`src/hw/rtl/vlcp_pkg.sv`:
```
// shared types and constants for the variable-length code packer
// no dependencies; imported by the interfaces and all packer modules
`timescale 1ns / 1ps

package vlcp_pkg;

   localparam int ACTION_W   = 2;
   localparam int SYMBOL_W   = 8;
   localparam int CODE_W     = 64;
   localparam int CODE_LEN_W = 7;
   localparam int BYTE_W     = 8;
   localparam int FILL_W     = 3;
   localparam int TAKE_W     = 4;

   // request actions, action code three is unused
   localparam logic [ACTION_W-1:0] ACT_LOAD   = 2'd0;
   localparam logic [ACTION_W-1:0] ACT_ENCODE = 2'd1;
   localparam logic [ACTION_W-1:0] ACT_FLUSH  = 2'd2;

   // one step of the shared bit-append unit
   typedef struct packed {
      logic [BYTE_W-1:0] next_byte;
      logic [TAKE_W-1:0] take;
      logic [TAKE_W-1:0] next_fill;
      logic              full;
   } chunk_result_type;

endpackage

```
`src/hw/rtl/vlcp_chunk_unit.sv`:
```
// shared bit-append unit: moves up to one byte's worth of code bits,
// msb first, into the pending byte; depends on vlcp_pkg
`timescale 1ns / 1ps

module vlcp_chunk_unit import vlcp_pkg::*; #(
   parameter int MAX_CODE_LEN = 64,
   localparam int LEN_W = $clog2(MAX_CODE_LEN + 1)
) (
   input  logic [MAX_CODE_LEN-1:0] code,
   input  logic [LEN_W-1:0]        remaining,
   input  logic [FILL_W-1:0]       fill,
   input  logic [BYTE_W-1:0]       pending,
   output chunk_result_type        result
);

   logic [TAKE_W-1:0]       space;
   logic [TAKE_W-1:0]       take;
   logic [LEN_W-1:0]        shamt;
   logic [MAX_CODE_LEN-1:0] shifted;
   logic [BYTE_W:0]         mask;
   logic [BYTE_W-1:0]       chunk;
   logic [BYTE_W-1:0]       placed;
   logic [TAKE_W-1:0]       fill_sum;

   always_comb begin
      space    = TAKE_W'(BYTE_W) - {1'b0, fill};
      take     = (remaining < LEN_W'(space)) ? remaining[TAKE_W-1:0] : space;
      // next bits to send sit just below the remaining count
      shamt    = remaining - LEN_W'(take);
      shifted  = code >> shamt;
      mask     = ((BYTE_W + 1)'(1) << take) - (BYTE_W + 1)'(1);
      chunk    = shifted[BYTE_W-1:0] & mask[BYTE_W-1:0];
      placed   = chunk << (space - take);
      fill_sum = {1'b0, fill} + take;

      result.next_byte = pending | placed;
      result.take      = take;
      result.next_fill = fill_sum;
      result.full      = (fill_sum == TAKE_W'(BYTE_W));
   end

endmodule

```
`config.mk`:
```
export PLATFORM = sky130hd
export DESIGN_NAME = vlcp_chunk_unit
export DESIGN_NICKNAME = d
export VERILOG_FILES = /design/src/hw/rtl/vlcp_pkg.sv /design/src/hw/rtl/vlcp_chunk_unit.sv
export SDC_FILE = /design/constraint.sdc
export NUM_CORES = 1
export LEC_CHECK = 0
export ABC_AREA = 1
export BUFFER_PORTS_ARGS = -buffer_cell sky130_fd_sc_hd__clkbuf_2
export CAP_MARGIN = 20
export CORE_AREA = 5 5 104 106
export DETAILED_ROUTE_END_ITERATION = 10
export DIE_AREA = 0 0 109 111
export GPL_TIMING_DRIVEN = 0
export PLACE_DENSITY_LB_ADDON = 0.05
export SYNTH_ARGS = -nofsm -noshare
export SYNTH_HDL_FRONTEND = slang
export SYNTH_SLANG_ARGS = --single-unit
```
`constraint.sdc`:
```
create_clock -name vclk -period 6.8
set_input_delay 1.36 -clock vclk [all_inputs]
set_output_delay 1.36 -clock vclk [all_outputs]
set_load 0.05 [all_outputs]
```
=== After elaboration in Yosys (flattened, before gate mapping) ===
Cells that the tools add are included.

* Multiply operators: 0
* Bitwise logic cells: 2
* Order comparisons: 1
* Div/mod/pow operators: 0
* Shift operators: 3
* Mux-type cells: 1
* Reductions and logical operators: 0
* Add/subtract/negate cells: 5
* Equal/unequal tests: 1

{| class="wikitable"
|+ Operators by type and width
! kind !! count
|-
| 64-bit by 7-bit right shift with 8-bit output || 1
|-
| 8-bit bitwise AND || 1
|-
| 8-bit OR || 1
|-
| 1-bit by 4-bit left shift with 8-bit output, first input constant || 1
|-
| 8-bit by 4-bit left shift with 8-bit output || 1
|-
| 8-bit by 2-bit subtractor with 8-bit output, second input constant || 1
|-
| 7-bit by 4-bit less-than comparator with 1-bit output || 1
|-
| 7-bit by 4-bit subtractor with 7-bit output || 1
|-
| 3-bit by 4-bit adder with 4-bit output || 1
|-
| 4-bit == test, second input constant || 1
|-
| 4-bit 2-to-1 mux || 1
|-
| 4-bit by 3-bit subtractor with 4-bit output, first input constant || 1
|-
| 4-bit subtractor || 1
|}

* Memory bits (writable): 0
* Memories: 0
* ROM bits: 0
* Register bits after elaboration: 0
* Word-level logic and storage cells: 13
* Input port bits: 82
* Output and inout port bits: 17
* Latch bits: 0

=== Depth between registers and ports, before layout ===
* Depth after elaboration: 8
* Depth in mapped cells: 31
* Mapped depth without buffers: 29

=== Worst setup path before layout ===
OpenSTA, ideal clock, no wires.

* Kind: input to output
* Start: input fill[1]
* End: output result[11] in the netlist's numbering
* Buffers on the path: 2
* Stages on the path: 24
* Setup slack: -0.382 ns
* Data arrival time: 5.822 ns
* Data required time: 5.440 ns
* Cells stage by stage: inv_1 > ha_1 > inv_1 > ha_1 > a21oi_1 > nand2_1 > nand2_4 > nand2_4 > nand2_1 > nand2_1 > ha_1 > fa_1 > buf_2 > buf_1 > o21ai_0 > o211ai_1 > nand3_1 > nand3_1 > nand2_1 > nand2_1 > nand3_1 > o211ai_1 > nand2_1 > o21bai_1

{| class="wikitable"
|+ RTL lines
! item !! RTL line !! source
|-
| start, declared || vlcp_chunk_unit.sv:11 || <nowiki>input logic [FILL_W-1:0] fill,</nowiki>
|-
| end, declared || vlcp_chunk_unit.sv:13 || <nowiki>output chunk_result_type result</nowiki>
|}

==> impl_metrics.json <==
{
  "drc": 0,
  "ys_seq_area_share_pct": 0,
  "vias": 6569,
  "placed_cells": 1053,
  "synth_top_family_by_area": "simple AND/OR/NAND/NOR gates",
  "rows": 36,
  "grt_overflow": 0,
  "pwr-share-comb_pct": 100.0,
  "cp-start-kind": "input pin",
  "power.switching_mw": 0.843,
  "netlist_instances": 821,
  "nets": 1048,
  "die_x_um": 109,
  "design.seq.count": 0,
  "critPathMostFrequentCell": "nand2_1",
  "ir_drop_mv": 0.135,
  "grt_pass1_vias": 5905,
  "post_drt_wl_per_cell_um": 20.5,
  "synth_warnings": 0,
  "synth_nets": 919,
  "start_util_pct": 39.3,
  "grt_max_degree": 11,
  "synth-xor-area-share_pct": 1.81,
  "drv_cap": 0,
  "pin_count": 99,
  "critical_path_class": "in2out",
  "track_usage_pct": 33.2,
  "cp.arrival_ns": 5.37,
  "post-place-ws_ns": -0.830,
  "drtIter0Drc": 1042,
  "drive_gt1_share_pct": 29.1,
  "core_area_sq_um": 9680,
  "dieArea_sq_um": 12100,
  "hold_violations": 0,
  "wl_mm": 22.1,
  "muxShareOfSynthArea_pct": 0,
  "first_pass_iters": 6,
  "layout_worst_path_cycle_share_pct": 99.0,
  "synthAdderAreaFrac_pct": 5.85,
  "p_clk_share_pct": 0,
  "p_int_mw": 0.454,
  "utilization_pct": 57.1,
  "syn2layout_area_growth_pct": 45.0,
  "worst_ep_required_time_ns": 5.44,
  "seqCellArea_sq_um": 0,
  "whs_path_depth": 3,
  "gp_congestion": 1.05,
  "hold_start": "pending[2]",
  "grt_pass1_wl_mm": 31.9,
  "switching_share_pct": 65.0,
  "die_h_um": 111,
  "outcome": "finished, final reports clean",
  "synth_compound_area_share_pct": 6.86,
  "fin_ws_ns": 0.0703,
  "nClkBuffers": 0,
  "diodes": 0,
  "crit_fanout": 9,
  "post_drt_via_cell_ratio": 6.08,
  "seq_power_share_pct": 0,
  "postCtsHoldBufs": 0,
  "slowest_delay_ns": 0.61,
  "mappedNetlistArea_sq_um": 3810,
  "antenna_found_initial": 0,
  "dp_hpwl_mm": 16.3,
  "final_cell_mix": "339 x nand2_1, 221 x nand3_1, 94 x clkbuf_2",
  "hold_end": "result[11]",
  "slowest_stage": "fa_2",
  "layout.cells.non_filler": 1081,
  "cellPowerDensity_nw_per_um2": 235,
  "mostFrequentLayoutCell": "nand2_1",
  "tightestPinTransition_ns": 0.653,
  "power.leakage_nw": 2.94,
  "period_minus_slack_ns": 6.73,
  "hold_class": "in2out",
  "whs_ns": 3.04,
  "clock.fmax_ghz": 0.149,
  "nFillCells": 1053,
  "cp-end-kind": "primary output",
  "rsz0062_at_grt": "true",
  "setup_violations": 0,
  "relSlewSlack_pct": 56.2,
  "finalMaxSlewViolations": 0,
  "synth_cell_type_count": 33,
  "avgSynthCellArea_sq_um": 4.64,
  "io_buffers": 99,
  "ant_nets": 0,
  "synth_simple_gate_area_share_pct": 75.6
}
cell families after synthesis:
logic type,count (synthesis)
buffers and inverters,87
and+or+nand+nor,665
xor gates and xnor gates,7
AOI/OAI and AO/OA,46
adders and majority gates,16
critical path: cells and delay by family:
family,cells,cell delay [ns]
fa+ha+maj,4,1.33
simple gates,16,1.46
buf+inv,7,0.77
compound gates,3,0.42
through the flow:
step                area [sq um]  total power, mW  setup TNS (ns)
floorplan                   3840            0.696               0
global placement            4500            0.983           -5.28
detailed placement          4500            0.989           -6.01
CTS                         4710             1.03        -0.00744
global route                5530             1.37          -0.289
finish                      5530             1.30               0
what timing repair did:
item / in CTS / in global routing
hold endpoints to repair: 0 / 0
gates cloned: 0 / 7
resized for setup: 55 / 159
buffers inserted: 3 / 18
pin swaps: 4 / 32
setup endpoints to repair: 8 / 8
layout make-up:
| cell class | instances | area [sq um] | area share [%] |
|---|---|---|---|
| Multi-Input combinational cell | 734 | 3910 | 70.7 |
| Timing Repair Buffer | 126 | 878 | 15.9 |
| Buffer | 49 | 400 | 7.25 |
| Tap cell | 133 | 166 | 3.01 |
| Inverter | 38 | 164 | 2.97 |
| Timing Repair inverter | 1 | 8.76 | 0.159 |
Yosys cell counts, drive strengths merged:
library cell	number	area, sq um
a211oi	1	7.51
a21o	1	7.51
a21oi	14	70.1
buf	36	186
clkbuf	13	48.8
clkinv	1	3.75
fa	3	60.1
ha	13	163
inv	37	139
nand2	379	1450
nand3	256	1290
nand3b	3	22.5
nand4	1	6.26
nor2	22	82.6
nor3	2	21.3
nor4	1	6.26
o211ai	7	52.6
o21ai	19	95.1
o21bai	3	22.5
o22ai	1	6.26
or2	1	6.26
xnor2	3	26.3
xor2	4	42.6
power groups by stage:
stage / registers (mW) / logic, mW / clock network (mW)
floorplan: 0 / 0.696 / 0
global placement: 0 / 0.983 / 0
detailed placement: 0 / 0.989 / 0
CTS: 0 / 1.03 / 0
global route: 0 / 1.37 / 0
finish: 0 / 1.30 / 0
routing by layer:
| layer | track usage [%] | vias up | part of all wire (%) |
|---|---|---|---|
| li1 | - | 2985 | - |
| met1 | 50.4 | 3034 | 41 |
| met2 | 49.3 | 468 | 43 |
| met3 | 2.97 | 82 | 12 |
| met4 | 8.92 | 0 | 3.7 |
| met5 | 0 | - | 0 |
how the worst max path moves through the flow:
stage	start	slack [ns]	end
after global routing	fill[0]	-0.07	result[14]
after CTS	fill[0]	-0.007	result[15]
final	fill[0]	0.07	result[11]
after detailed placement	fill[0]	-0.83	result[14]
after floorplan	fill[1]	0.10	result[11]
after global placement	fill[0]	-0.75	result[14]
No activity file was read; power rests on OpenSTA's default activity.
